--- src/sv/ipap_pkg.sv ---
`default_nettype none
// ----------------------------------------------------------------------------
// IP address parser package
// Shared character codes, result kinds and the result types that the two
// recognizers hand to the top level.
// ----------------------------------------------------------------------------
package ipap_pkg;

   localparam logic [7:0] CHAR_DOT   = 8'h2E;
   localparam logic [7:0] CHAR_COLON = 8'h3A;
   localparam logic [7:0] CHAR_0     = 8'h30;
   localparam logic [7:0] CHAR_9     = 8'h39;
   localparam logic [7:0] CHAR_LO_A  = 8'h61;
   localparam logic [7:0] CHAR_LO_F  = 8'h66;
   localparam logic [7:0] CHAR_UP_A  = 8'h41;
   localparam logic [7:0] CHAR_UP_F  = 8'h46;

   typedef enum logic [1:0] {
      KIND_INVALID = 2'd0,
      KIND_IPV4    = 2'd1,
      KIND_IPV6    = 2'd2
   } addr_kind_type;

   typedef struct packed {
      logic        ok;
      logic [31:0] addr;
   } v4_res_type;

   typedef struct packed {
      logic         ok;
      logic [127:0] addr;
   } v6_res_type;

   // Eight 16-bit groups, element 0 is the most significant group.
   typedef logic [7:0][15:0] grp_arr_type;

endpackage
`default_nettype wire

--- src/sv/ipap_v4_parse.sv ---
`default_nettype none
// ----------------------------------------------------------------------------
// IPv4 dotted-decimal recognizer
// Holds the IPv4 parsing state, advances it by one character per fire and
// reports the finished address for the string that ends with this character.
// ----------------------------------------------------------------------------
module ipap_v4_parse (
   input  wire logic                clock,
   input  wire logic                reset,
   input  wire logic [7:0]          ch,
   input  wire logic                fire,
   input  wire logic                last,
   output ipap_pkg::v4_res_type     result
);
   import ipap_pkg::*;

   logic [31:0] parts_ff, parts_in;
   logic [2:0]  cnt_ff, cnt_in;
   logic [8:0]  val_ff, val_in;
   logic        digit_ff, digit_in;
   logic        err_ff, err_in;
   logic        done_ff, done_in;

   logic        is_digit;
   logic [3:0]  digit_val;
   logic [11:0] prod;

   assign is_digit  = (ch >= CHAR_0) && (ch <= CHAR_9);
   assign digit_val = 4'(ch - CHAR_0);
   assign prod      = 12'({3'b000, val_ff} * 12'd10) + {8'h00, digit_val};

   always_comb begin
      parts_in = parts_ff;
      cnt_in   = cnt_ff;
      val_in   = val_ff;
      digit_in = digit_ff;
      err_in   = err_ff;
      done_in  = done_ff;
      if (!err_ff) begin
         if (is_digit) begin
            if (done_ff) begin
               err_in = 1'b1;
            end else begin
               // The part value saturates at 256, which is already out of range.
               val_in   = (prod > 12'd256) ? 9'd256 : prod[8:0];
               digit_in = 1'b1;
            end
         end else if (ch == CHAR_DOT) begin
            if (done_ff || !digit_ff || (val_ff > 9'd255) || (cnt_ff >= 3'd4)) begin
               err_in = 1'b1;
            end else begin
               parts_in = {parts_ff[23:0], val_ff[7:0]};
               cnt_in   = cnt_ff + 3'd1;
               val_in   = '0;
               digit_in = 1'b0;
               done_in  = (cnt_ff == 3'd3);
            end
         end else begin
            err_in = 1'b1;
         end
      end
   end

   always_comb begin
      result.ok   = !err_in && (done_in ||
                    ((cnt_in == 3'd3) && digit_in && (val_in <= 9'd255)));
      result.addr = done_in ? parts_in : {parts_in[23:0], val_in[7:0]};
   end

   always_ff @(posedge clock) begin
      if (reset || (fire && last)) begin
         parts_ff <= '0;
         cnt_ff   <= '0;
         val_ff   <= '0;
         digit_ff <= 1'b0;
         err_ff   <= 1'b0;
         done_ff  <= 1'b0;
      end else if (fire) begin
         parts_ff <= parts_in;
         cnt_ff   <= cnt_in;
         val_ff   <= val_in;
         digit_ff <= digit_in;
         err_ff   <= err_in;
         done_ff  <= done_in;
      end
   end

endmodule
`default_nettype wire

--- src/sv/ipap_v6_parse.sv ---
`default_nettype none
// ----------------------------------------------------------------------------
// IPv6 colon-hex recognizer
// Places each finished group directly in its final slot: groups before the
// zero run fill slots from the top, groups after it shift in from the bottom.
// ----------------------------------------------------------------------------
module ipap_v6_parse (
   input  wire logic                clock,
   input  wire logic                reset,
   input  wire logic [7:0]          ch,
   input  wire logic                fire,
   input  wire logic                last,
   output ipap_pkg::v6_res_type     result
);
   import ipap_pkg::*;

   grp_arr_type groups_ff, groups_in;
   logic [3:0]  gcnt_ff, gcnt_in;
   logic [3:0]  spos_ff, spos_in;
   logic [15:0] val_ff, val_in;
   logic [2:0]  dcnt_ff, dcnt_in;
   logic        split_ff, split_in;
   logic        colon_ff, colon_in;
   logic        err_ff, err_in;
   logic        lead_ff, lead_in;

   logic        hex_ok;
   logic [3:0]  hex_d;
   grp_arr_type fin_groups;
   logic [3:0]  fin_gcnt;
   logic        fin_ok;

   // Before the zero run a group goes to the slot of its own number; after
   // it the tail region shifts down by one and the group enters the last slot.
   function automatic grp_arr_type place_group(grp_arr_type g, logic split,
                                               logic [3:0] spos, logic [3:0] gcnt,
                                               logic [15:0] v);
      grp_arr_type r;
      grp_arr_type shifted;
      r       = g;
      shifted = {v, g[7:1]};
      for (int j = 0; j < 8; j++) begin
         if (split) begin
            if (4'(j) >= spos) r[j] = shifted[j];
         end else if (gcnt[2:0] == 3'(j)) begin
            r[j] = v;
         end
      end
      return r;
   endfunction

   always_comb begin
      hex_ok = 1'b1;
      hex_d  = '0;
      if ((ch >= CHAR_0) && (ch <= CHAR_9)) begin
         hex_d = 4'(ch - CHAR_0);
      end else if ((ch >= CHAR_LO_A) && (ch <= CHAR_LO_F)) begin
         hex_d = 4'(ch - CHAR_LO_A + 8'd10);
      end else if ((ch >= CHAR_UP_A) && (ch <= CHAR_UP_F)) begin
         hex_d = 4'(ch - CHAR_UP_A + 8'd10);
      end else begin
         hex_ok = 1'b0;
      end
   end

   always_comb begin
      groups_in = groups_ff;
      gcnt_in   = gcnt_ff;
      spos_in   = spos_ff;
      val_in    = val_ff;
      dcnt_in   = dcnt_ff;
      split_in  = split_ff;
      colon_in  = colon_ff;
      err_in    = err_ff;
      lead_in   = lead_ff;
      if (!err_ff) begin
         if (ch == CHAR_COLON) begin
            if (dcnt_ff != 3'd0) begin
               if (gcnt_ff >= 4'd8) begin
                  err_in = 1'b1;
               end else begin
                  groups_in = place_group(groups_ff, split_ff, spos_ff, gcnt_ff, val_ff);
                  gcnt_in   = gcnt_ff + 4'd1;
                  val_in    = '0;
                  dcnt_in   = '0;
               end
               colon_in = 1'b1;
            end else if (colon_ff) begin
               if (split_ff) begin
                  err_in = 1'b1;
               end else begin
                  split_in = 1'b1;
                  lead_in  = 1'b0;
                  spos_in  = gcnt_ff;
               end
            end else begin
               colon_in = 1'b1;
               lead_in  = 1'b1;
            end
         end else if (!hex_ok || (dcnt_ff >= 3'd4) || lead_ff) begin
            err_in = 1'b1;
         end else begin
            val_in   = {val_ff[11:0], hex_d};
            dcnt_in  = dcnt_ff + 3'd1;
            colon_in = 1'b0;
         end
      end
   end

   // End of string: close a pending group, then check the group count.
   always_comb begin
      fin_groups = groups_in;
      fin_gcnt   = gcnt_in;
      fin_ok     = !err_in;
      if (colon_in) begin
         if (!split_in || (spos_in != gcnt_in)) fin_ok = 1'b0;
      end else if (dcnt_in != 3'd0) begin
         if (gcnt_in >= 4'd8) begin
            fin_ok = 1'b0;
         end else begin
            fin_groups = place_group(groups_in, split_in, spos_in, gcnt_in, val_in);
            fin_gcnt   = gcnt_in + 4'd1;
         end
      end
      if (split_in ? (fin_gcnt > 4'd7) : (fin_gcnt != 4'd8)) fin_ok = 1'b0;
      result.ok   = fin_ok;
      result.addr = {fin_groups[0], fin_groups[1], fin_groups[2], fin_groups[3],
                     fin_groups[4], fin_groups[5], fin_groups[6], fin_groups[7]};
   end

   always_ff @(posedge clock) begin
      if (reset || (fire && last)) begin
         groups_ff <= '0;
         gcnt_ff   <= '0;
         spos_ff   <= '0;
         val_ff    <= '0;
         dcnt_ff   <= '0;
         split_ff  <= 1'b0;
         colon_ff  <= 1'b0;
         err_ff    <= 1'b0;
         lead_ff   <= 1'b0;
      end else if (fire) begin
         groups_ff <= groups_in;
         gcnt_ff   <= gcnt_in;
         spos_ff   <= spos_in;
         val_ff    <= val_in;
         dcnt_ff   <= dcnt_in;
         split_ff  <= split_in;
         colon_ff  <= colon_in;
         err_ff    <= err_in;
         lead_ff   <= lead_in;
      end
   end

endmodule
`default_nettype wire

--- src/sv/ip_address_text_parser.sv ---
// The parser takes an address string one character per cycle and returns
// one word per string, on its last character, of kind IPv4, IPv6 or
// invalid, with the 128-bit address. A new character is taken in every
// cycle unless a last character is waiting; the last character of a
// string is held in the input register and its result in the result
// register. The only stall comes from the result register: a last
// character waits in the input register while an earlier result is still
// held there, and characters that are not last keep flowing through.
// Both recognizers update their state from the registered character in a
// single pass of small logic. IPv4 wins over IPv6 when both succeed; for an
// IPv4 result the four bytes sit in bits 63 to 32 of the high half.
`default_nettype none
// ----------------------------------------------------------------------------
// IP address text parser
// Top level: input register, IPv4 and IPv6 recognizers, result register.
// ----------------------------------------------------------------------------
module ip_address_text_parser (
   input  wire logic        clock,
   input  wire logic        reset,
   input  wire logic        req_valid,
   output logic             req_ready,
   input  wire logic [7:0]  req_ch,
   input  wire logic        req_last,
   output logic             rsp_valid,
   input  wire logic        rsp_ready,
   output logic [1:0]       rsp_addr_kind,
   output logic [63:0]      rsp_addr_high,
   output logic [63:0]      rsp_addr_low
);
   import ipap_pkg::*;

   // Input register.
   logic          in_valid_ff;
   logic [7:0]    in_ch_ff;
   logic          in_last_ff;

   // Result register.
   logic          out_valid_ff;
   addr_kind_type kind_ff, kind_in;
   logic [63:0]   high_ff, high_in;
   logic [63:0]   low_ff, low_in;

   logic          proc_fire;
   logic          out_free;
   v4_res_type    v4_res;
   v6_res_type    v6_res;

   // A character that is not last produces nothing and can always move on.
   assign out_free  = !out_valid_ff || rsp_ready;
   assign proc_fire = in_valid_ff && (!in_last_ff || out_free);
   assign req_ready = !in_valid_ff || proc_fire;

   ipap_v4_parse u_v4 (
      .clock  (clock),
      .reset  (reset),
      .ch     (in_ch_ff),
      .fire   (proc_fire),
      .last   (in_last_ff),
      .result (v4_res)
   );

   ipap_v6_parse u_v6 (
      .clock  (clock),
      .reset  (reset),
      .ch     (in_ch_ff),
      .fire   (proc_fire),
      .last   (in_last_ff),
      .result (v6_res)
   );

   // IPv4 takes priority; an invalid string reports an all-zero address.
   always_comb begin
      if (v4_res.ok) begin
         kind_in = KIND_IPV4;
         high_in = {v4_res.addr, 32'h0000_0000};
         low_in  = '0;
      end else if (v6_res.ok) begin
         kind_in = KIND_IPV6;
         high_in = v6_res.addr[127:64];
         low_in  = v6_res.addr[63:0];
      end else begin
         kind_in = KIND_INVALID;
         high_in = '0;
         low_in  = '0;
      end
   end

   always_ff @(posedge clock) begin
      if (reset) begin
         in_valid_ff <= 1'b0;
      end else if (req_ready) begin
         in_valid_ff <= req_valid;
      end
   end

   always_ff @(posedge clock) begin
      if (req_valid && req_ready) begin
         in_ch_ff   <= req_ch;
         in_last_ff <= req_last;
      end
   end

   always_ff @(posedge clock) begin
      if (reset) begin
         out_valid_ff <= 1'b0;
      end else if (proc_fire && in_last_ff) begin
         out_valid_ff <= 1'b1;
      end else if (rsp_ready) begin
         out_valid_ff <= 1'b0;
      end
   end

   always_ff @(posedge clock) begin
      if (proc_fire && in_last_ff) begin
         kind_ff <= kind_in;
         high_ff <= high_in;
         low_ff  <= low_in;
      end
   end

   assign rsp_valid     = out_valid_ff;
   assign rsp_addr_kind = kind_ff;
   assign rsp_addr_high = high_ff;
   assign rsp_addr_low  = low_ff;

   // A processed last character always leaves a word in the result register.
   a_last_gives_word: assert property (@(posedge clock) disable iff (reset)
      (proc_fire && in_last_ff) |=> out_valid_ff)
      else $error("last character did not produce a result word");

   // A last character never overwrites a word that is still waiting.
   a_no_overwrite: assert property (@(posedge clock) disable iff (reset)
      (out_valid_ff && !rsp_ready) |-> !(proc_fire && in_last_ff))
      else $error("result word overwritten while stalled");

   // An IPv4 word carries nothing below the top 32 bits.
   a_v4_shape: assert property (@(posedge clock) disable iff (reset)
      (out_valid_ff && (kind_ff == KIND_IPV4)) |-> ((low_ff == '0) && (high_ff[31:0] == '0)))
      else $error("IPv4 result has bits outside the top 32");

   // An invalid word carries an all-zero address.
   a_invalid_zero: assert property (@(posedge clock) disable iff (reset)
      (out_valid_ff && (kind_ff == KIND_INVALID)) |-> ((low_ff == '0) && (high_ff == '0)))
      else $error("invalid result has a nonzero address");

   // An empty input register always takes a character.
   a_empty_ready: assert property (@(posedge clock) disable iff (reset)
      !in_valid_ff |-> req_ready)
      else $error("input register empty but not ready");

endmodule
`default_nettype wire
--- config.mk ---
export PLATFORM = sky130hd
export DESIGN_NAME = ip_address_text_parser
export DESIGN_NICKNAME = d
export VERILOG_FILES = /design/src/sv/ipap_pkg.sv /design/src/sv/ipap_v4_parse.sv /design/src/sv/ipap_v6_parse.sv /design/src/sv/ip_address_text_parser.sv
export SDC_FILE = /design/constraint.sdc
export NUM_CORES = 1
export LEC_CHECK = 0
export ABC_AREA = 1
export BUFFER_PORTS_ARGS = -buffer_cell sky130_fd_sc_hd__buf_2
export CAP_MARGIN = 0
export CELL_PAD_IN_SITES_DETAIL_PLACEMENT = 0
export CELL_PAD_IN_SITES_GLOBAL_PLACEMENT = 2
export CORE_AREA = 10 10 224 332
export CTS_CLUSTER_DIAMETER = 150
export DETAILED_ROUTE_END_ITERATION = 12
export DIE_AREA = 0 0 234 342
export MAX_ROUTING_LAYER = met4
export PLACE_DENSITY = 0.78
export SLEW_MARGIN = 20
export SYNTH_ARGS = -nofsm -noshare
export SYNTH_HDL_FRONTEND = slang
export SYNTH_SLANG_ARGS = --single-unit
--- constraint.sdc ---
create_clock -name clock -period 4.31 [get_ports clock]
set_input_delay 0 -clock clock [delete_from_list [all_inputs] [get_ports clock]]
set_output_delay 0 -clock clock [all_outputs]
set_load 0.05 [all_outputs]
# [Yosys cells after proc, flatten, opt, wreduce, memory -nomap -nowiden]
# Index checks and enable logic that the tools add are counted.
[classes] reduce_logical=35 n_addsub=10 n_eq_ne=21 bitwise=3 order_cmp=30 multipliers=1 muxes=139
[ops] operator="128-bit two-way mux" n=7
[ops] operator="16-bit two-way mux" n=53
[ops] operator="32-bit two-way mux" n=5
[ops] operator="64-bit two-way mux" n=2
[ops] operator="4-bit two-way mux" n=15
[ops] operator="9-bit two-way mux" n=6
[ops] operator="1-bit two-way mux" n=41
[ops] operator="3-bit by 4-bit >= comparator with 1-bit output (first input constant)" n=8
[ops] operator="3-bit two-way mux" n=9
[ops] operator="3-bit equality test (second input constant)" n=8
[ops] operator="3-bit by 2-bit equality test with 1-bit output (second input constant)" n=6
[ops] operator="8-bit by 6-bit equality test with 1-bit output (second input constant)" n=2
[ops] operator="1-bit by 4-bit >= comparator with 1-bit output (first input constant)" n=4
[ops] operator="2-bit by 4-bit >= comparator with 1-bit output (first input constant)" n=4
[ops] operator="8-bit by 7-bit >= comparator with 1-bit output (second input constant)" n=2
[ops] operator="8-bit by 7-bit <= comparator with 1-bit output (second input constant)" n=2
[ops] operator="12-bit by 4-bit adder with 12-bit output" n=1
[ops] operator="12-bit by 9-bit greater-than comparator with 1-bit output (second input constant)" n=1
[ops] operator="4-bit by 1-bit subtractor with 4-bit output (second input constant)" n=3
[ops] operator="1-bit logical OR" n=11
[ops] operator="9-bit by 3-bit multiplier with 11-bit output (second input constant)" n=1
[ops] operator="9-bit by 8-bit greater-than comparator with 1-bit output (second input constant)" n=1
[ops] operator="9-bit by 8-bit <= comparator with 1-bit output (second input constant)" n=1
[ops] operator="1-bit logical AND" n=9
[ops] operator="20 further kinds" n=37
[word_totals] out_inout_bits=132 in_bits=13 register_bits=347

# [Logic depth before layout (Yosys ltp)]
[depth] depth_word=19 mapped_depth=23

# [By module]
# Synthesis repeated with hierarchy kept, for this count alone.
[hier_totals] hier_cells=3529 area_unflattened_um2=23587.6
[modules_own_cells] mod="ipap_v6_parse" area_per_inst_um2=14371.3 n_inst=1 seq_area_each_um2=3183.1 cells_each=2466
[modules_own_cells] mod="ip_address_text_parser" area_per_inst_um2=5606.6 n_inst=1 seq_area_each_um2=4214.0 cells_each=466
[modules_own_cells] mod="ipap_v4_parse" area_per_inst_um2=3609.7 n_inst=1 seq_area_each_um2=940.9 cells_each=597

# [Least setup slack after synthesis]
# Ideal clock, no wire load.
[synth_timing] path_kind="register to register" from="register out_valid_ff, in the netlist rsp_valid" to="register high_ff[0], in the netlist rsp_addr_high[0] (enable)" stages_incl_launch_ff=8 arrival_ps=3448 path_slack_ps=378 n_path_buf=0 synth_period_minus_slack_ps=3932 t_required_ps=3826 setup_time_ps=484 path_cell_list="dfxtp_1 inv_1 nor2_1 nand2_1 nand2_1 clkinv_1 nand2_1 inv_1"
[synth_between] elab_chain_len=5
[synth_lines] item="start, declared" line="ip_address_text_parser.sv:38" text="logic out_valid_ff;"
[synth_lines] item="start signal, assigned" line="ip_address_text_parser.sv:105" text="out_valid_ff <= 1'b0;"
[synth_lines] item="start signal, assigned" line="ip_address_text_parser.sv:107" text="out_valid_ff <= 1'b1;"
[synth_lines] item="start signal, assigned" line="ip_address_text_parser.sv:109" text="out_valid_ff <= 1'b0;"
[synth_lines] item="1-bit logical NOT" line="ip_address_text_parser.sv:49" text="assign out_free = !out_valid_ff || rsp_ready;"
[synth_lines] item="1-bit logical OR" line="ip_address_text_parser.sv:49"
[synth_lines] item="1-bit logical OR" line="ip_address_text_parser.sv:50" text="assign proc_fire = in_valid_ff && (!in_last_ff || out_free);"
[synth_lines] item="1-bit logical AND" line="ip_address_text_parser.sv:50"
[synth_lines] item="1-bit logical AND" line="ip_address_text_parser.sv:114" text="if (proc_fire && in_last_ff) begin"
[synth_lines] item="end signal, assigned" line="ip_address_text_parser.sv:116" text="high_ff <= high_in;"
[synth_lines] item="end, declared" line="ip_address_text_parser.sv:40" text="logic [63:0] high_ff, high_in;"
# Every way passes these cells.
# A chain may end at the register's enable or synchronous reset.

# [Worst setup path in the final report]
[layout_timing] from="register in_ch_ff[0]" to="register low_ff[30], in the netlist rsp_addr_low[30] (data pin)"
[layout_between] elab_chain_len=19 elab_cells_between_ends=92
[layout_lines] item="start, declared" line="ip_address_text_parser.sv:34" text="logic [7:0] in_ch_ff;"
[layout_lines] item="start signal, assigned" line="ip_address_text_parser.sv:98" text="in_ch_ff <= req_ch;"
[layout_lines] item="parallel branches: the longest is 19 deep, another holds 12-bit by 4-bit adder with 12-bit output"
[layout_lines] item="end signal, assigned" line="ip_address_text_parser.sv:117" text="low_ff <= low_in;"
[layout_lines] item="end, declared" line="ip_address_text_parser.sv:41" text="logic [63:0] low_ff, low_in;"
# Parallel ways; which one is timed is not known.

==> out/results.md <==
| Quantity | Reported |
|:---|:---|
| Outcome | finished, final reports clean |
| H-tree levels | 2 |
| Post-synthesis net count | 3,611 |
| Cell area after placement | 25,450 sq um |
| Setup slack of the most critical reg-to-reg path | 0.28 ns |
| Crit path capture type | register |
| Register bit count reported by yosys | 347 |
| Avg Cell Area, Syn | 6.658 sq um |
| Count of mapped cells out of synthesis | 3,559 |
| Final hold vios | 0 |
| Synth Area in Adders | 2.123% |
| Number of optimization iterations in the first detailed-route pass | 6 |
| Worst min-delay path class | input port to register |
| Xor-xnor portion of the synthesized cell area | 0.1848% |
| Clock Latency Late Sink | 0.61 ns |
| Highest fanout seen on the critical path | 15 |
| Metal2 WL | 55.39 mm |
| Worst ir drop on vdd | 291.5 uV |
| Number of buffers created by CTS | 41 |
| Area of combinational cells with multiple inputs | 12,560 sq um |
| Part of the power in the clock network | 41.5% |
| Slowest cell on crit path | sky130_fd_sc_hd__o21ai_2 |
| Shortest clock period the worst path allows after layout | 4.032 ns |
| Root cell of the clock tree | sky130_fd_sc_hd__clkbuf_16 |
| Post-route design area | 27,090 sq um |
| Power per Cell Area | 353.0 nW/um^2 |
| Final-stage net count | 3,648 |
| Launch instance of the worst register-to-register path | in_ch_ff[0] |
| Hold path endpoint | in_ch_ff[3] |
| Compound-gate portion of the synthesized area | 26.73% |
| Main combinational cell family by area after synthesis | compound AO/OA/AOI/OAI gates |
| Leak pwr | 0.01187 uW |
| Number of sinks handled by clock tree synthesis | 347 |
| Cell depth of the worst min-delay path | 2 |
| Most instantiated flip-flop cell in the synthesis netlist | sky130_fd_sc_hd__dfxtp_1 |
| Largest delay contributor family on the critical path | simple AND/OR/NAND/NOR gates |
| Clk buf depth | 3 |
| Relative slew slack | 10.36% |
| Least-Margin Pin Slew | 1.345 ns |
| Relative area change from synthesis to final layout | 14.31% |
| Count of final max-slew check failures | 0 |
| Fraction of registers with async set or reset after synthesis | 0% |
| Share of the clock period used by the worst path after layout | 93.54% |
| Simple-gate share of the synthesized area | 23.64% |
| Placer Congestion | 0.9448 |
| Multiplexer share of the synthesized area | 0% |
| Highest signal layer in the routed design | met4 |
| Count of max-cap constraint violations | 0 |
| Sequential power share | 38.3% |
| Wire length of the first global-routing pass | 164.2 mm |
| Number of DRC violations after detailed routing | 0 |
| Largest clock skew in the final design | 0.01786 ns |
| Count of unique library cells instantiated by Yosys | 53 |
| Die Ht | 342 um |
| Worst path setup slack after routing | 0.2784 ns |
| Synth warnings | 0 |
| Core footprint | 68,510 sq um |
| Overall die area | 80,030 sq um |
| Logic depth of the worst path, buffers included | 13 |
| Kind of start point of the critical path | register |
| Clock transition at path regs | 0.06 ns |
| Worst setup slack before clock tree synthesis | 0.1837 ns |
| Setup repair after global routing missed its margin | false |
| Fraction of layout instances using a drive strength above 1 | 11.27% |
| Total net switching power | 3199 uW |
| Clock tree from TritonCTS | built |
| Storage element area | 8339 sq um |
| Total track usage | 28.02% |
| Number of setup violations in the final report | 0 |
| Met3 routed wirelength | 5.403 mm |
| Startpoint of the worst hold path | req_ch[3] |
| Worst Setup Path Type | register to register |
| Max Fclk | 248.0 MHz |
| Biggest cell delay along the critical path | 0.62 ns |
| Vias | 25.29k |
| Data required time at the worst endpoint | 4.77 ns |
| WP buf/inv | 3 |
| Initial cell density of the core | 34.59% |
| Portion of the post-synthesis area used by sequential elements | 35.19% |
| Initial DRC Count | 2,212 |
| Vias per std cell | 5.582 |
| Die width | 234 um |
| Wire per inst | 24.59 um |
| Data arrival at the endpoint of the critical path | 4.50 ns |
| Antenna violation net count after detailed routing | 0 |
| IO buf count | 144 |
| M1 WL | 43.46 mm |
| Count of pins on the block boundary | 145 |
| Pin count of the biggest net entering global routing | 218 |
| CP Launch Point | in_ch_ff[0] |
| Post-synth EDFFs | 139 |
| Switching share of total power | 33.46% |
| GR Overflow Total | 0 |
| Combinational share of power | 20.2% |
| Post-Syn Area | 23,700 sq um |
| Via count of the first global-routing pass | 24.26k |
| Cell breakdown of the critical path | inv_1, ha_1, nand3_2, nor3_2, buf_4, nand4_1, nand2_1, nand2_1, o21ai_2, inv_1, o21ai_2, a22oi_1, nor2_1 |
| Worst reg-to-reg path cell count | 13 |
| DP Wirelength | 80.71 mm |
| Row Count | 118 |
| Layout fillers | 7,445 |
| Initial antenna violation count | 1 |
| Drt total wl | 111.4 mm |
| Reg-to-reg endpoint | rsp_addr_low[30] |
| Fin Setup TNS | 0 ns |
| Internal Pwr Total | 6362 uW |
[cells in the final DEF, fill, tap and decap left out, types with 16 or more instances in the layout]
cell type,instances
sky130_fd_sc_hd__o21ai_0,465
sky130_fd_sc_hd__a22oi_1,29
sky130_fd_sc_hd__o211ai_1,127
sky130_fd_sc_hd__a21oi_1,338
sky130_fd_sc_hd__or2_2,28
sky130_fd_sc_hd__nand2_1,711
sky130_fd_sc_hd__buf_4,84
sky130_fd_sc_hd__inv_1,456
sky130_fd_sc_hd__o22ai_1,25
sky130_fd_sc_hd__clkbuf_16,44
sky130_fd_sc_hd__nand4_1,68
sky130_fd_sc_hd__a32oi_1,16
sky130_fd_sc_hd__buf_2,144
sky130_fd_sc_hd__edfxtp_1,139
sky130_fd_sc_hd__inv_2,16
sky130_fd_sc_hd__nor2_1,257
sky130_fd_sc_hd__o32ai_1,25
sky130_fd_sc_hd__dfxtp_1,207
sky130_fd_sc_hd__a211oi_1,23
sky130_fd_sc_hd__nand3_1,204
sky130_fd_sc_hd__ha_1,37
[per-layer routing]
metal,global-route usage (%),vias up
li1,-,12116
met1,31.02,12026
met2,47.56,906
met3,3.554,245
met4,16.23,0
met5,-,-
[power groups by stage]
stage / clock, uW / combinational, uW / sequential (uW)
after floorplan: 0 / 1130 / 3740
after global placement: 0 / 1910 / 3730
after detailed placement: 0 / 1900 / 3730
after CTS: 4050 / 1920 / 3660
after global routing: 4160 / 2110 / 3670
final: 3960 / 1930 / 3660
[timing repair]
action	4_1_cts	5_1_grt
endpoints found under the setup margin	0	13
hold endpoints to repair	20	0
resized for setup	0	4
buffers inserted	0	0
hold buffers	13	0
[layout make-up]
| class | instances | share of cell area (%) |
|---|---|---|
| repair buffers | 254 | 6.398 |
| flip-flops and latches | 347 | 30.79 |
| multi-input cells | 2467 | 46.38 |
| inverters | 485 | 6.767 |
| well taps | 900 | 4.157 |
| diodes | 2 | 0.01848 |
| clock inverters | 25 | 1.113 |
| clock buffers | 51 | 4.384 |
[stage by stage]
| step | util [%] | power, uW | instances | hold WS [ns] |
|---|---|---|---|---|
| 5_1_grt | 39.54 | 9945 | 4530 | 0.1160 |
| 4_1_cts | 39.51 | 9625 | 4529 | 0.07828 |
| 3_5_place_dp | 37.15 | 5633 | 4440 | 0.1788 |
| 6_report | 39.54 | 9561 | 4531 | 0.1048 |
| 3_3_place_gp | 37.15 | 5634 | 4440 | 0.1726 |
| 2_1_floorplan | - | 4871 | 3559 | 0.06907 |
[worst register-to-register path, delay by kind of cell (launching register included)]
family / cells / cell delay, ns
buffers and inverters: 3 / 0.73
AO/OA/AOI/OAI: 3 / 1.15
AND/OR/NAND/NOR: 6 / 1.30
flip-flops: 1 / 0.50
adder cells (fa/ha/maj): 1 / 0.23
[Yosys cell counts (all sizes together), types with 6 or more instances]
| master | n | area, sq um |
|---|---|---|
| a211oi | 23 | 172.7 |
| nand2 | 719 | 2714 |
| o31ai | 10 | 75.07 |
| nor2 | 272 | 1069 |
| dfxtp | 208 | 4164 |
| nand4 | 70 | 459.2 |
| clkbuf | 179 | 671.9 |
| o22ai | 29 | 181.4 |
| edfxtp | 139 | 4174 |
| or2 | 28 | 175.2 |
| clkinv | 11 | 41.29 |
| o221ai | 11 | 96.34 |
| o21ai | 482 | 2424 |
| o21a | 6 | 45.04 |
| ha | 37 | 462.9 |
| buf | 81 | 381.6 |
| inv | 474 | 1779 |
| o211ai | 127 | 953.4 |
| a22oi | 29 | 217.7 |
| o32ai | 25 | 219.0 |
| nand3 | 211 | 1101 |
| a21oi | 343 | 1732 |
| a32oi | 16 | 140.1 |
[how the worst max path moves through the flow]
stage                                   end  slack (ns)
after floorplan            rsp_addr_high[0]        0.38
after global placement      rsp_addr_low[5]        0.26
after detailed placement    rsp_addr_low[5]        0.18
after CTS                   rsp_addr_low[5]        0.17
after global routing      rsp_addr_high[36]        0.05
final                      rsp_addr_low[30]        0.28
[cells by family (layout without fill, tap and decap cells)]
family,after synthesis,after routing
other,0,2
AO/OA/AOI/OAI,1110,1110
AND/OR/NAND/NOR,1313,1313
buffers and inverters,745,815
XOR/XNOR,5,5
adder cells (fa/ha/maj),39,39
flip-flops,347,347
[flip-flops by register name (all words and copies together) (netlist names)]
name and count:
u_v4.err_ff 1, rsp_addr_kind 2, u_v6.lead_ff 1, u_v6.split_ff 1
rsp_addr_high 64, u_v6.gcnt_ff 4, u_v4.done_ff 1, u_v6.val_ff 16
u_v4.digit_ff 1, in_ch_ff 8, u_v4.val_ff 9, u_v6.groups_ff 128
in_valid_ff 1, u_v4.parts_ff 32, u_v6.err_ff 1, rsp_valid 1
u_v6.dcnt_ff 3, u_v6.spos_ff 4, in_last_ff 1, rsp_addr_low 64
u_v4.cnt_ff 3, u_v6.colon_ff 1
Note: power is estimated with default switching activity, not from simulation.
